===== src/sv/selsort_pkg.sv =====
// shared types and constants for the selection sorter
package selsort_pkg;

   localparam int CAPACITY_DEFAULT = 64;
   localparam int CAPACITY_MAX     = 64;
   localparam int CNT_W            = $clog2(CAPACITY_MAX + 1);
   localparam int DATA_W           = 32;
   localparam int NUM_BANKS        = 2;
   localparam int QUEUE_DEPTH      = 2;

   // register map, word index
   localparam logic [0:0] REG_DESCENDING = 1'b0;

   typedef struct packed {
      logic signed [DATA_W-1:0] value;
      logic                     last_in;
   } req_type;

   typedef struct packed {
      logic signed [DATA_W-1:0] sorted_value;
      logic                     last_out;
      logic                     dropped;
   } rsp_type;

   // one closed set waiting to be sorted
   typedef struct packed {
      logic             bank;
      logic [CNT_W-1:0] count;
      logic             dropped;
      logic             descending;
   } set_type;

   typedef struct packed {
      logic valid;
      logic bank;
   } done_type;

endpackage


===== src/sv/selsort_ram.sv =====
// generic single write port ram with registered read
module selsort_ram #(
   parameter int WIDTH = 32,
   parameter int DEPTH = 64
) (
   input  logic                     clock,
   input  logic                     wr_en,
   input  logic [$clog2(DEPTH)-1:0] wr_addr,
   input  logic [WIDTH-1:0]         wr_data,
   input  logic                     rd_en,
   input  logic [$clog2(DEPTH)-1:0] rd_addr,
   output logic [WIDTH-1:0]         rd_data
);

   logic [WIDTH-1:0] mem_ff [DEPTH];
   logic [WIDTH-1:0] rd_data_ff;

   always_ff @(posedge clock) begin
      if (wr_en) begin
         mem_ff[wr_addr] <= wr_data;
      end
      if (rd_en) begin
         rd_data_ff <= mem_ff[rd_addr];
      end
   end

   assign rd_data = rd_data_ff;

endmodule


===== src/sv/selsort_front.sv =====
// front end: loads words of a set into a free bank and hands closed sets on
module selsort_front #(
   parameter int CAPACITY = selsort_pkg::CAPACITY_DEFAULT
) (
   input  logic                        clock,
   input  logic                        reset,
   input  logic                        req_valid,
   output logic                        req_ready,
   input  selsort_pkg::req_type        req_payload,
   input  logic                        descending,
   input  selsort_pkg::done_type       done,
   output logic                        wr_en,
   output logic                        wr_bank,
   output logic [$clog2(CAPACITY)-1:0] wr_addr,
   output logic [selsort_pkg::DATA_W-1:0] wr_data,
   output logic                        push,
   output selsort_pkg::set_type        push_set
);
   import selsort_pkg::*;

   localparam int IDX_W = $clog2(CAPACITY);

   logic [CNT_W-1:0]     count_ff, count_in;
   logic                 ovf_ff, ovf_in;
   logic                 bank_ff, bank_in;
   logic [NUM_BANKS-1:0] busy_ff, busy_in;

   logic             accept;
   logic             room;
   logic [CNT_W-1:0] count_next;
   logic             ovf_next;

   assign req_ready  = !busy_ff[bank_ff];
   assign accept     = req_valid && req_ready;
   assign room       = count_ff < CNT_W'(CAPACITY);
   assign count_next = room ? count_ff + CNT_W'(1) : count_ff;
   assign ovf_next   = ovf_ff | !room;

   assign wr_en   = accept && room;
   assign wr_bank = bank_ff;
   assign wr_addr = count_ff[IDX_W-1:0];
   assign wr_data = req_payload.value;

   assign push                = accept && req_payload.last_in;
   assign push_set.bank       = bank_ff;
   assign push_set.count      = count_next;
   assign push_set.dropped    = ovf_next;
   assign push_set.descending = descending;

   always_comb begin
      count_in = count_ff;
      ovf_in   = ovf_ff;
      bank_in  = bank_ff;
      busy_in  = busy_ff;
      if (done.valid) begin
         busy_in[done.bank] = 1'b0;
      end
      if (accept) begin
         count_in = count_next;
         ovf_in   = ovf_next;
         if (req_payload.last_in) begin
            count_in         = '0;
            ovf_in           = 1'b0;
            busy_in[bank_ff] = 1'b1;
            bank_in          = !bank_ff;
         end
      end
   end

   always_ff @(posedge clock) begin
      if (reset) begin
         count_ff <= '0;
         ovf_ff   <= 1'b0;
         bank_ff  <= 1'b0;
         busy_ff  <= '0;
      end else begin
         count_ff <= count_in;
         ovf_ff   <= ovf_in;
         bank_ff  <= bank_in;
         busy_ff  <= busy_in;
      end
   end

endmodule


===== src/sv/selsort_queue.sv =====
// two-entry queue of closed sets between front and back
module selsort_queue (
   input  logic                 clock,
   input  logic                 reset,
   input  logic                 push,
   input  selsort_pkg::set_type push_set,
   input  logic                 pop,
   output logic                 empty,
   output selsort_pkg::set_type head
);
   import selsort_pkg::*;

   localparam int PTR_W = $clog2(QUEUE_DEPTH);

   set_type            slot_ff [QUEUE_DEPTH];
   logic [PTR_W-1:0]   wr_ptr_ff, wr_ptr_in;
   logic [PTR_W-1:0]   rd_ptr_ff, rd_ptr_in;
   logic [PTR_W:0]     fill_ff, fill_in;
   logic               full;

   assign empty = fill_ff == '0;
   assign full  = fill_ff == (PTR_W+1)'(QUEUE_DEPTH);
   assign head  = slot_ff[rd_ptr_ff];

   always_comb begin
      wr_ptr_in = push ? wr_ptr_ff + PTR_W'(1) : wr_ptr_ff;
      rd_ptr_in = pop ? rd_ptr_ff + PTR_W'(1) : rd_ptr_ff;
      fill_in   = fill_ff;
      if (push && !pop) begin
         fill_in = fill_ff + (PTR_W+1)'(1);
      end else if (pop && !push) begin
         fill_in = fill_ff - (PTR_W+1)'(1);
      end
   end

   always_ff @(posedge clock) begin
      if (push) begin
         slot_ff[wr_ptr_ff] <= push_set;
      end
   end

   always_ff @(posedge clock) begin
      if (reset) begin
         wr_ptr_ff <= '0;
         rd_ptr_ff <= '0;
         fill_ff   <= '0;
      end else begin
         wr_ptr_ff <= wr_ptr_in;
         rd_ptr_ff <= rd_ptr_in;
         fill_ff   <= fill_in;
      end
   end

   // the two banks bound the number of closed sets in flight
   assert property (@(posedge clock) disable iff (reset) push |-> !full)
      else $error("set queue overrun");
   assert property (@(posedge clock) disable iff (reset) pop |-> !empty)
      else $error("set queue underrun");

endmodule


===== src/sv/selsort_back.sv =====
// back end: selection scan over one bank, emits one word per pass
module selsort_back #(
   parameter int CAPACITY = selsort_pkg::CAPACITY_DEFAULT
) (
   input  logic                           clock,
   input  logic                           reset,
   input  logic                           q_empty,
   input  selsort_pkg::set_type           q_head,
   output logic                           q_pop,
   output logic                           bank,
   output logic                           rd_en,
   output logic [$clog2(CAPACITY)-1:0]    rd_addr,
   input  logic [selsort_pkg::DATA_W-1:0] rd_data,
   output logic                           wr_en,
   output logic [$clog2(CAPACITY)-1:0]    wr_addr,
   output logic [selsort_pkg::DATA_W-1:0] wr_data,
   output selsort_pkg::done_type          done,
   output logic                           rsp_valid,
   input  logic                           rsp_ready,
   output selsort_pkg::rsp_type           rsp_payload
);
   import selsort_pkg::*;

   localparam int IDX_W = $clog2(CAPACITY);

   localparam logic [1:0] ST_IDLE  = 2'd0;
   localparam logic [1:0] ST_SCAN  = 2'd1;
   localparam logic [1:0] ST_DRAIN = 2'd2;
   localparam logic [1:0] ST_EMIT  = 2'd3;

   logic [1:0]               state_ff, state_in;
   logic                     bank_ff, bank_in;
   logic [CNT_W-1:0]         n_ff, n_in;
   logic                     drop_ff, drop_in;
   logic                     desc_ff, desc_in;
   logic [IDX_W-1:0]         i_ff, i_in;
   logic [IDX_W-1:0]         j_ff, j_in;
   logic                     rvalid_ff, rvalid_in;
   logic [IDX_W-1:0]         rtag_ff, rtag_in;
   logic signed [DATA_W-1:0] best_ff, best_in;
   logic [IDX_W-1:0]         pick_ff, pick_in;
   logic [DATA_W-1:0]        vi_ff, vi_in;
   logic                     rsp_valid_ff, rsp_valid_in;
   rsp_type                  rsp_ff, rsp_in;

   logic signed [DATA_W-1:0] rdat;
   logic                     better;
   logic                     j_last;
   logic                     i_last;
   logic                     out_load;

   assign rdat     = rd_data;
   assign better   = desc_ff ? (best_ff < rdat) : (rdat < best_ff);
   assign j_last   = CNT_W'(j_ff) == n_ff - CNT_W'(1);
   assign i_last   = CNT_W'(i_ff) == n_ff - CNT_W'(1);
   assign out_load = (state_ff == ST_EMIT) && (!rsp_valid_ff || rsp_ready);

   assign q_pop   = (state_ff == ST_IDLE) && !q_empty;
   assign bank    = bank_ff;
   assign rd_en   = state_ff == ST_SCAN;
   assign rd_addr = j_ff;
   // the word that sat at the front slot moves into the slot just emitted
   assign wr_en   = out_load;
   assign wr_addr = pick_ff;
   assign wr_data = vi_ff;

   assign done.valid = out_load && i_last;
   assign done.bank  = bank_ff;

   assign rsp_valid   = rsp_valid_ff;
   assign rsp_payload = rsp_ff;

   always_comb begin
      state_in     = state_ff;
      bank_in      = bank_ff;
      n_in         = n_ff;
      drop_in      = drop_ff;
      desc_in      = desc_ff;
      i_in         = i_ff;
      j_in         = j_ff;
      rvalid_in    = 1'b0;
      rtag_in      = j_ff;
      best_in      = best_ff;
      pick_in      = pick_ff;
      vi_in        = vi_ff;
      rsp_valid_in = rsp_ready ? 1'b0 : rsp_valid_ff;
      rsp_in       = rsp_ff;

      // running minimum or maximum over the words read back
      if (rvalid_ff) begin
         if (rtag_ff == i_ff) begin
            best_in = rdat;
            pick_in = rtag_ff;
            vi_in   = rd_data;
         end else if (better) begin
            best_in = rdat;
            pick_in = rtag_ff;
         end
      end

      unique case (state_ff)
         ST_IDLE: begin
            if (!q_empty) begin
               bank_in  = q_head.bank;
               n_in     = q_head.count;
               drop_in  = q_head.dropped;
               desc_in  = q_head.descending;
               i_in     = '0;
               j_in     = '0;
               state_in = ST_SCAN;
            end
         end
         ST_SCAN: begin
            rvalid_in = 1'b1;
            if (j_last) begin
               state_in = ST_DRAIN;
            end else begin
               j_in = j_ff + IDX_W'(1);
            end
         end
         ST_DRAIN: begin
            state_in = ST_EMIT;
         end
         ST_EMIT: begin
            if (out_load) begin
               rsp_valid_in        = 1'b1;
               rsp_in.sorted_value = best_ff;
               rsp_in.last_out     = i_last;
               rsp_in.dropped      = drop_ff;
               if (i_last) begin
                  state_in = ST_IDLE;
               end else begin
                  i_in     = i_ff + IDX_W'(1);
                  j_in     = i_ff + IDX_W'(1);
                  state_in = ST_SCAN;
               end
            end
         end
         default: begin
            state_in = ST_IDLE;
         end
      endcase
   end

   always_ff @(posedge clock) begin
      if (reset) begin
         state_ff     <= ST_IDLE;
         bank_ff      <= 1'b0;
         rvalid_ff    <= 1'b0;
         rsp_valid_ff <= 1'b0;
      end else begin
         state_ff     <= state_in;
         bank_ff      <= bank_in;
         rvalid_ff    <= rvalid_in;
         rsp_valid_ff <= rsp_valid_in;
      end
   end

   always_ff @(posedge clock) begin
      n_ff    <= n_in;
      drop_ff <= drop_in;
      desc_ff <= desc_in;
      i_ff    <= i_in;
      j_ff    <= j_in;
      rtag_ff <= rtag_in;
      best_ff <= best_in;
      pick_ff <= pick_in;
      vi_ff   <= vi_in;
      rsp_ff  <= rsp_in;
   end

   assert property (@(posedge clock) disable iff (reset)
      (state_ff == ST_SCAN) |-> (j_ff >= i_ff))
      else $error("scan index behind front slot");
   assert property (@(posedge clock) disable iff (reset)
      rvalid_ff |-> (CNT_W'(rtag_ff) < n_ff))
      else $error("read beyond end of set");
   assert property (@(posedge clock) disable iff (reset)
      done.valid |=> (state_ff == ST_IDLE && rsp_valid_ff && rsp_ff.last_out))
      else $error("set finished without closing word");

endmodule


===== src/sv/selsort_top.sv =====
// Selection sorter. Words of a set are loaded one per cycle, when the target
// bank is free, into one of two banks while the other bank may still be
// sorting; the word marked last closes the set, and at most CAPACITY words
// are kept (later ones are discarded and flag the whole run as dropped).
// Sorting is a selection scan over the single read port of the bank: for a
// set of n words, pass k reads the n-k words still unsorted and emits the
// best one. Order is ascending, or descending when register 0 bit 0 is set;
// the setting is taken when the set closes.
module selection_sorter_top #(
   parameter int CAPACITY = selsort_pkg::CAPACITY_DEFAULT
) (
   input  logic                 clock,
   input  logic                 reset,
   input  logic                 req_valid,
   output logic                 req_ready,
   input  selsort_pkg::req_type req_payload,
   output logic                 rsp_valid,
   input  logic                 rsp_ready,
   output selsort_pkg::rsp_type rsp_payload,
   input  logic                 psel,
   input  logic                 penable,
   input  logic                 pwrite,
   input  logic [1:0]           paddr,
   input  logic [31:0]          pwdata,
   output logic [31:0]          prdata,
   output logic                 pready
);
   import selsort_pkg::*;

   localparam int IDX_W = $clog2(CAPACITY);

   logic       desc_ff, desc_in;
   logic       csr_write;
   logic [0:0] reg_index;

   logic              f_wr_en, f_wr_bank;
   logic [IDX_W-1:0]  f_wr_addr;
   logic [DATA_W-1:0] f_wr_data;
   logic              push;
   set_type           push_set;
   logic              q_pop, q_empty;
   set_type           q_head;
   done_type          done;

   logic              b_bank, b_rd_en, b_wr_en;
   logic [IDX_W-1:0]  b_rd_addr, b_wr_addr;
   logic [DATA_W-1:0] b_wr_data;
   logic [DATA_W-1:0] bank_rd_data [NUM_BANKS];

   // only one register word exists
   assign reg_index = 1'b0;
   assign pready    = 1'b1;
   assign csr_write = psel && penable && pwrite;
   assign desc_in   = (csr_write && reg_index == REG_DESCENDING) ? pwdata[0] : desc_ff;
   assign prdata    = {31'b0, desc_ff};

   always_ff @(posedge clock) begin
      if (reset) begin
         desc_ff <= 1'b0;
      end else begin
         desc_ff <= desc_in;
      end
   end

   selsort_front #(.CAPACITY(CAPACITY)) u_front (
      .clock       (clock),
      .reset       (reset),
      .req_valid   (req_valid),
      .req_ready   (req_ready),
      .req_payload (req_payload),
      .descending  (desc_ff),
      .done        (done),
      .wr_en       (f_wr_en),
      .wr_bank     (f_wr_bank),
      .wr_addr     (f_wr_addr),
      .wr_data     (f_wr_data),
      .push        (push),
      .push_set    (push_set)
   );

   selsort_queue u_queue (
      .clock    (clock),
      .reset    (reset),
      .push     (push),
      .push_set (push_set),
      .pop      (q_pop),
      .empty    (q_empty),
      .head     (q_head)
   );

   // front and back never own the same bank at once
   for (genvar b = 0; b < NUM_BANKS; b++) begin : g_bank
      logic              front_owns;
      logic              back_owns;
      logic              we;
      logic [IDX_W-1:0]  waddr;
      logic [DATA_W-1:0] wdata;

      assign front_owns = f_wr_en && (f_wr_bank == 1'(b));
      assign back_owns  = b_bank == 1'(b);
      assign we         = front_owns || (back_owns && b_wr_en);
      assign waddr      = front_owns ? f_wr_addr : b_wr_addr;
      assign wdata      = front_owns ? f_wr_data : b_wr_data;

      selsort_ram #(.WIDTH(DATA_W), .DEPTH(CAPACITY)) u_ram (
         .clock   (clock),
         .wr_en   (we),
         .wr_addr (waddr),
         .wr_data (wdata),
         .rd_en   (back_owns && b_rd_en),
         .rd_addr (b_rd_addr),
         .rd_data (bank_rd_data[b])
      );
   end

   selsort_back #(.CAPACITY(CAPACITY)) u_back (
      .clock       (clock),
      .reset       (reset),
      .q_empty     (q_empty),
      .q_head      (q_head),
      .q_pop       (q_pop),
      .bank        (b_bank),
      .rd_en       (b_rd_en),
      .rd_addr     (b_rd_addr),
      .rd_data     (bank_rd_data[b_bank]),
      .wr_en       (b_wr_en),
      .wr_addr     (b_wr_addr),
      .wr_data     (b_wr_data),
      .done        (done),
      .rsp_valid   (rsp_valid),
      .rsp_ready   (rsp_ready),
      .rsp_payload (rsp_payload)
   );

endmodule

===== config.mk =====
export PLATFORM = sky130hd
export DESIGN_NAME = selection_sorter_top
export DESIGN_NICKNAME = d
export VERILOG_FILES = /design/src/sv/selsort_pkg.sv /design/src/sv/selsort_ram.sv /design/src/sv/selsort_front.sv /design/src/sv/selsort_queue.sv /design/src/sv/selsort_back.sv /design/src/sv/selsort_top.sv
export SDC_FILE = /design/constraint.sdc
export NUM_CORES = 2
export LEC_CHECK = 0
export ABC_CLOCK_PERIOD_IN_PS = 5400
export BUFFER_PORTS_ARGS = -buffer_cell sky130_fd_sc_hd__buf_2
export CORE_MARGIN = 5
export CORE_UTILIZATION = 51
export DETAILED_ROUTE_END_ITERATION = 8
export PLACE_DENSITY_LB_ADDON = 0.08
export RECOVER_POWER = 25
export SETUP_SLACK_MARGIN = 0.1
export SKIP_LAST_GASP = 1
export SYNTH_ARGS = -nofsm -noshare
export SYNTH_HDL_FRONTEND = slang
export SYNTH_HIERARCHICAL = 1
export SYNTH_MEMORY_MAX_BITS = 65536
export SYNTH_SLANG_ARGS = --single-unit

===== constraint.sdc =====
create_clock -name clock -period 5.4 [get_ports clock]
set_clock_uncertainty 0.2 [all_clocks]
set_input_delay 1.08 -clock clock [delete_from_list [all_inputs] [get_ports clock]]
set_output_delay 1.08 -clock clock [all_outputs]
set_load 0.005 [all_outputs]

==> impl_metrics.py <==
metrics = {
    "run_status": {
        "violations": "max-capacitance violations, max-slew violations",
        "outcome": "complete, but fails checks",
    },
    "clocking": {
        "insertion_delay_ns": 0.96,
        "cts_setup_buffers": 0,
        "numCtsBuffers": 431,
        "clock_sink_count": 4333,
        "ctsHtreeMaxLevel": 5,
        "cts_resized": 0,
        "cts.path.max_buffers": 4,
        "clk_pin_slew_ns": 0.06,
        "cts_tree": "done",
        "cts_hold_buffers": 0,
        "ctsRootBufferMaster": "sky130_fd_sc_hd__clkbuf_16",
    },
    "critical_path": {
        "timing.critical_path.from_type": "register",
        "worstPathMaxFanout": 54,
        "endpoint": "g_bank[1].u_ram/rd_data[14]$_DFFE_PP_",
        "worst_r2r_endpoint": "g_bank[1].u_ram/rd_data[14]$_DFFE_PP_",
        "crit_type": "reg -> reg",
        "cp-end-kind": "register",
        "critPathArrivalTime_ns": 5.42,
        "worst_r2r_startpoint": "u_back/rd_addr[3]$_DFFE_PP_",
        "critPathLaunch": "u_back/rd_addr[3]$_DFFE_PP_",
        "r2r_cells": 5,
        "reg2reg_slack_ns": 0.40,
        "worst-endpoint-required_ns": 5.82,
    },
    "yosys": {
        "synth-async-reset-ratio_pct": 0,
        "synth_area_leaders": "sky130_fd_sc_hd__edfxtp_1 77%, sky130_fd_sc_hd__mux4_2 15%, sky130_fd_sc_hd__mux2i_1 1.1%, sky130_fd_sc_hd__mux2_2 0.74%, sky130_fd_sc_hd__nor2_1 0.67%",
        "ys_ff_latch": 4333,
        "ys_types": 72,
        "post-synth-top-area-cell": "sky130_fd_sc_hd__edfxtp_1",
        "synth_top_flop_cell": "sky130_fd_sc_hd__edfxtp_1",
        "synth_sequential_area_ratio_pct": 77.8,
        "netlist_top_cells_count": "4,305 x sky130_fd_sc_hd__edfxtp_1, 1,088 x sky130_fd_sc_hd__mux4_2, 298 x sky130_fd_sc_hd__nor2_1, 189 x sky130_fd_sc_hd__mux2i_1, 173 x sky130_fd_sc_hd__o22ai_1",
        "synth_largest_type_area_fraction_pct": 77.5,
        "most_common_cell_in_the_netlist": "sky130_fd_sc_hd__edfxtp_1",
        "synth_area_mm2": 0.167,
        "number_of_flops_mapped_to_enable_cells_by_yosys": 4305,
        "mean_area_per_synthesized_cell_um2": 22.7,
        "yosys_warnings": 6,
        "postSynthCellCount": 7352,
    },
    "final_layout": {
        "nets": 7984,
        "final-seq-area_mm2": 0.130,
        "layout-drive-gt1-share_pct": 28.5,
        "finish.instance_area_mm2": 0.189,
        "multiInputGateArea_mm2": 0.0355,
        "layout.filler_cells": 23495,
        "layout.cells.non_filler": 12566,
        "layout-area-overhead-vs-synth_pct": 13.3,
    },
    "sta": {
        "post-route-period-util_pct": 92.6,
        "final.setup.tns_ns": 0,
        "final_critical_path_time_including_i_o_delays_and_setup_ns": 5.00,
        "timing.final.max_slew_violations": 1331,
        "max_freq_mhz": 200,
        "rsz0062_at_grt": "no",
        "relSlewSlack_pct": -62.1,
        "setup_violations": 0,
        "worst-slew-pin-transition_ns": 2.43,
        "number_of_endpoints_with_negative_hold_slack_in_the_final_report": 0,
    },
    "global_routing": {
        "initial_antenna_violation_count": 31,
        "grt_usage_pct": 25.1,
        "vias_in_the_first_global_route": 80080,
        "global_route.overflow_total": 0,
        "grt_max_degree": 92,
        "grt_first_pass_wirelength_mm": 604,
    },
    "route": {
        "drt.antenna.violating_nets": 0,
        "drt-met1-wl_mm": 175,
        "detailroute.wirelength.met3_mm": 39.0,
        "initialDrtViolationCount": 9337,
        "detailroute.via_count": 79021,
        "drt_first_pass_iters": 6,
        "route.detailed.drc": 0,
        "postRouteWirelength_mm": 428,
        "highest-signal-layer": "met4",
        "routed_vias_inst": 6.29,
        "met2WireLength_mm": 202,
        "wl_per_cell_um": 34.0,
    },
    "power_and_ir_drop": {
        "post-layout-total-power_mw": 93.5,
        "power-per-cell-area_mw_per_mm2": 495,
        "ir_drop_mv": 0.392,
        "leakagePower_nw": 58.6,
    },
    "place": {
        "place.gp.congestion": 0.847,
        "buffer_ports.inserted": 77,
        "cell_area_after_placement_mm2": 0.176,
        "placed_cells": 11781,
        "detailed_placer_s_ending_hpwl_mm": 247,
    },
    "die": {
        "initial_utilization_pct": 51.1,
        "chipWidth_um": 582,
        "core_mm2": 0.327,
        "dieHeight_um": 582,
        "io-pin-count": 143,
        "placement_rows": 210,
        "design.die.area_mm2": 0.339,
    },
    "job": {
        "cap_violations": 30,
    },
    "min_path": {
        "min-delay-path-class": "in -> reg",
    },
}
==> flip-flops by register name, indices dropped and copies added, names as in the netlist, 2 cells and up, named ones only <==
signal	flops
u_front/count_ff	7
u_back/wr_addr	6
u_back/rtag_ff	6
u_back/rd_addr	6
g_bank.u_ram/mem_ff	4096
u_back/wr_data	32
u_queue/fill_ff	2
u_back/i_ff	6
u_back/best_ff	32
u_front/busy_ff	2
u_back/n_ff	7
u_queue/slot_ff	20
u_back/state_ff	2
g_bank.u_ram/rd_data	64
u_back/rsp_payload	34
==> cell usage in the layout, fill, tap and decap left out, types with 69 or more instances in the layout <==
cell,instances
sky130_fd_sc_hd__nor2_4,124
sky130_fd_sc_hd__mux2_1,69
sky130_fd_sc_hd__buf_4,292
sky130_fd_sc_hd__mux2i_1,189
sky130_fd_sc_hd__edfxtp_1,4305
sky130_fd_sc_hd__nand2_1,75
sky130_fd_sc_hd__nor2_1,174
sky130_fd_sc_hd__o22ai_1,173
sky130_fd_sc_hd__clkbuf_16,437
sky130_fd_sc_hd__clkinv_1,97
sky130_fd_sc_hd__a21oi_1,146
sky130_fd_sc_hd__buf_12,103
sky130_fd_sc_hd__mux4_2,1088
sky130_fd_sc_hd__clkbuf_1,142
sky130_fd_sc_hd__clkinv_2,76
==> cell type report <==
type	count	share of cell area, %
Antenna cell	8	0.0106
Clock buffer	538	6.01
Clock inverter	239	1.07
Inverter	48	0.0953
Multi-Input combinational cell	2544	18.8
Sequential cell	4333	68.7
Tap cell	4346	2.88
Timing Repair Buffer	510	2.52
==> report_power, final <==
group / switching (mW) / internal [mW] / total (mW)
Combinational: 15.5 / 10.8 / 26.4
Sequential: 0.421 / 38.1 / 38.5
Clock: 12.3 / 16.3 / 28.7
==> worst min path at each step <==
stage | start | endpoint | slack [ns] | depth (start not counted)
5_1_grt | pwdata[0] | desc_ff$_SDFFE_PP0P_ | 0.21 | 3
6_report | pwdata[0] | desc_ff$_SDFFE_PP0P_ | 0.21 | 3
3_5_place_dp | u_back/best_ff[13]$_DFFE_PP_ | u_back/rsp_payload[15]$_DFFE_PP_ | 0.24 | 0
4_1_cts | pwdata[0] | desc_ff$_SDFFE_PP0P_ | 0.15 | 3
2_1_floorplan | u_back/drop_ff$_DFFE_PP_ | u_back/rsp_payload[0]$_DFFE_PP_ | 0.20 | 0
3_3_place_gp | u_back/best_ff[15]$_DFFE_PP_ | u_back/rsp_payload[17]$_DFFE_PP_ | 0.24 | 0
==> metal layers <==
layer	GRT usage, %	up-vias
met3	5.06	529
li1	-	32094
met5	0	-
met4	6.40	0
met2	39.2	3284
met1	36.9	43114
==> metrics by stage <==
stage | setup WS, ns | hold slack, ns | utilization [%]
2_1_floorplan | 0.298 | 0.200 | -
3_3_place_gp | 0.610 | 0.238 | 53.9
3_5_place_dp | 0.499 | 0.238 | 53.9
4_1_cts | 1.01 | 0.147 | 58.0
5_1_grt | 0.399 | 0.206 | 57.9
6_report | 0.398 | 0.215 | 57.9
==> critical path, stage by stage, from the launching register on <==
cell                       delay, ns
sky130_fd_sc_hd__edfxtp_1       0.40
sky130_fd_sc_hd__clkbuf_2       1.15
sky130_fd_sc_hd__clkbuf_1       1.34
sky130_fd_sc_hd__mux4_2         0.50
sky130_fd_sc_hd__o22ai_1        0.73
sky130_fd_sc_hd__nor2_1         0.26
==> kinds of logic after synthesis <==
kind of cell               Yosys count  share of synthesized area (%)
muxes                             1397                           16.7
AOI/OAI and AO/OA                  470                           1.83
and+or+nand+nor                    564                           1.60
xor gates and xnor gates            39                          0.221
other                                2                        0.00450
adders and majority gates           42                          0.315
buffers and inverters              505                           1.57
DFF                               4333                           77.8
No activity file was read; power rests on OpenSTA's default activity.
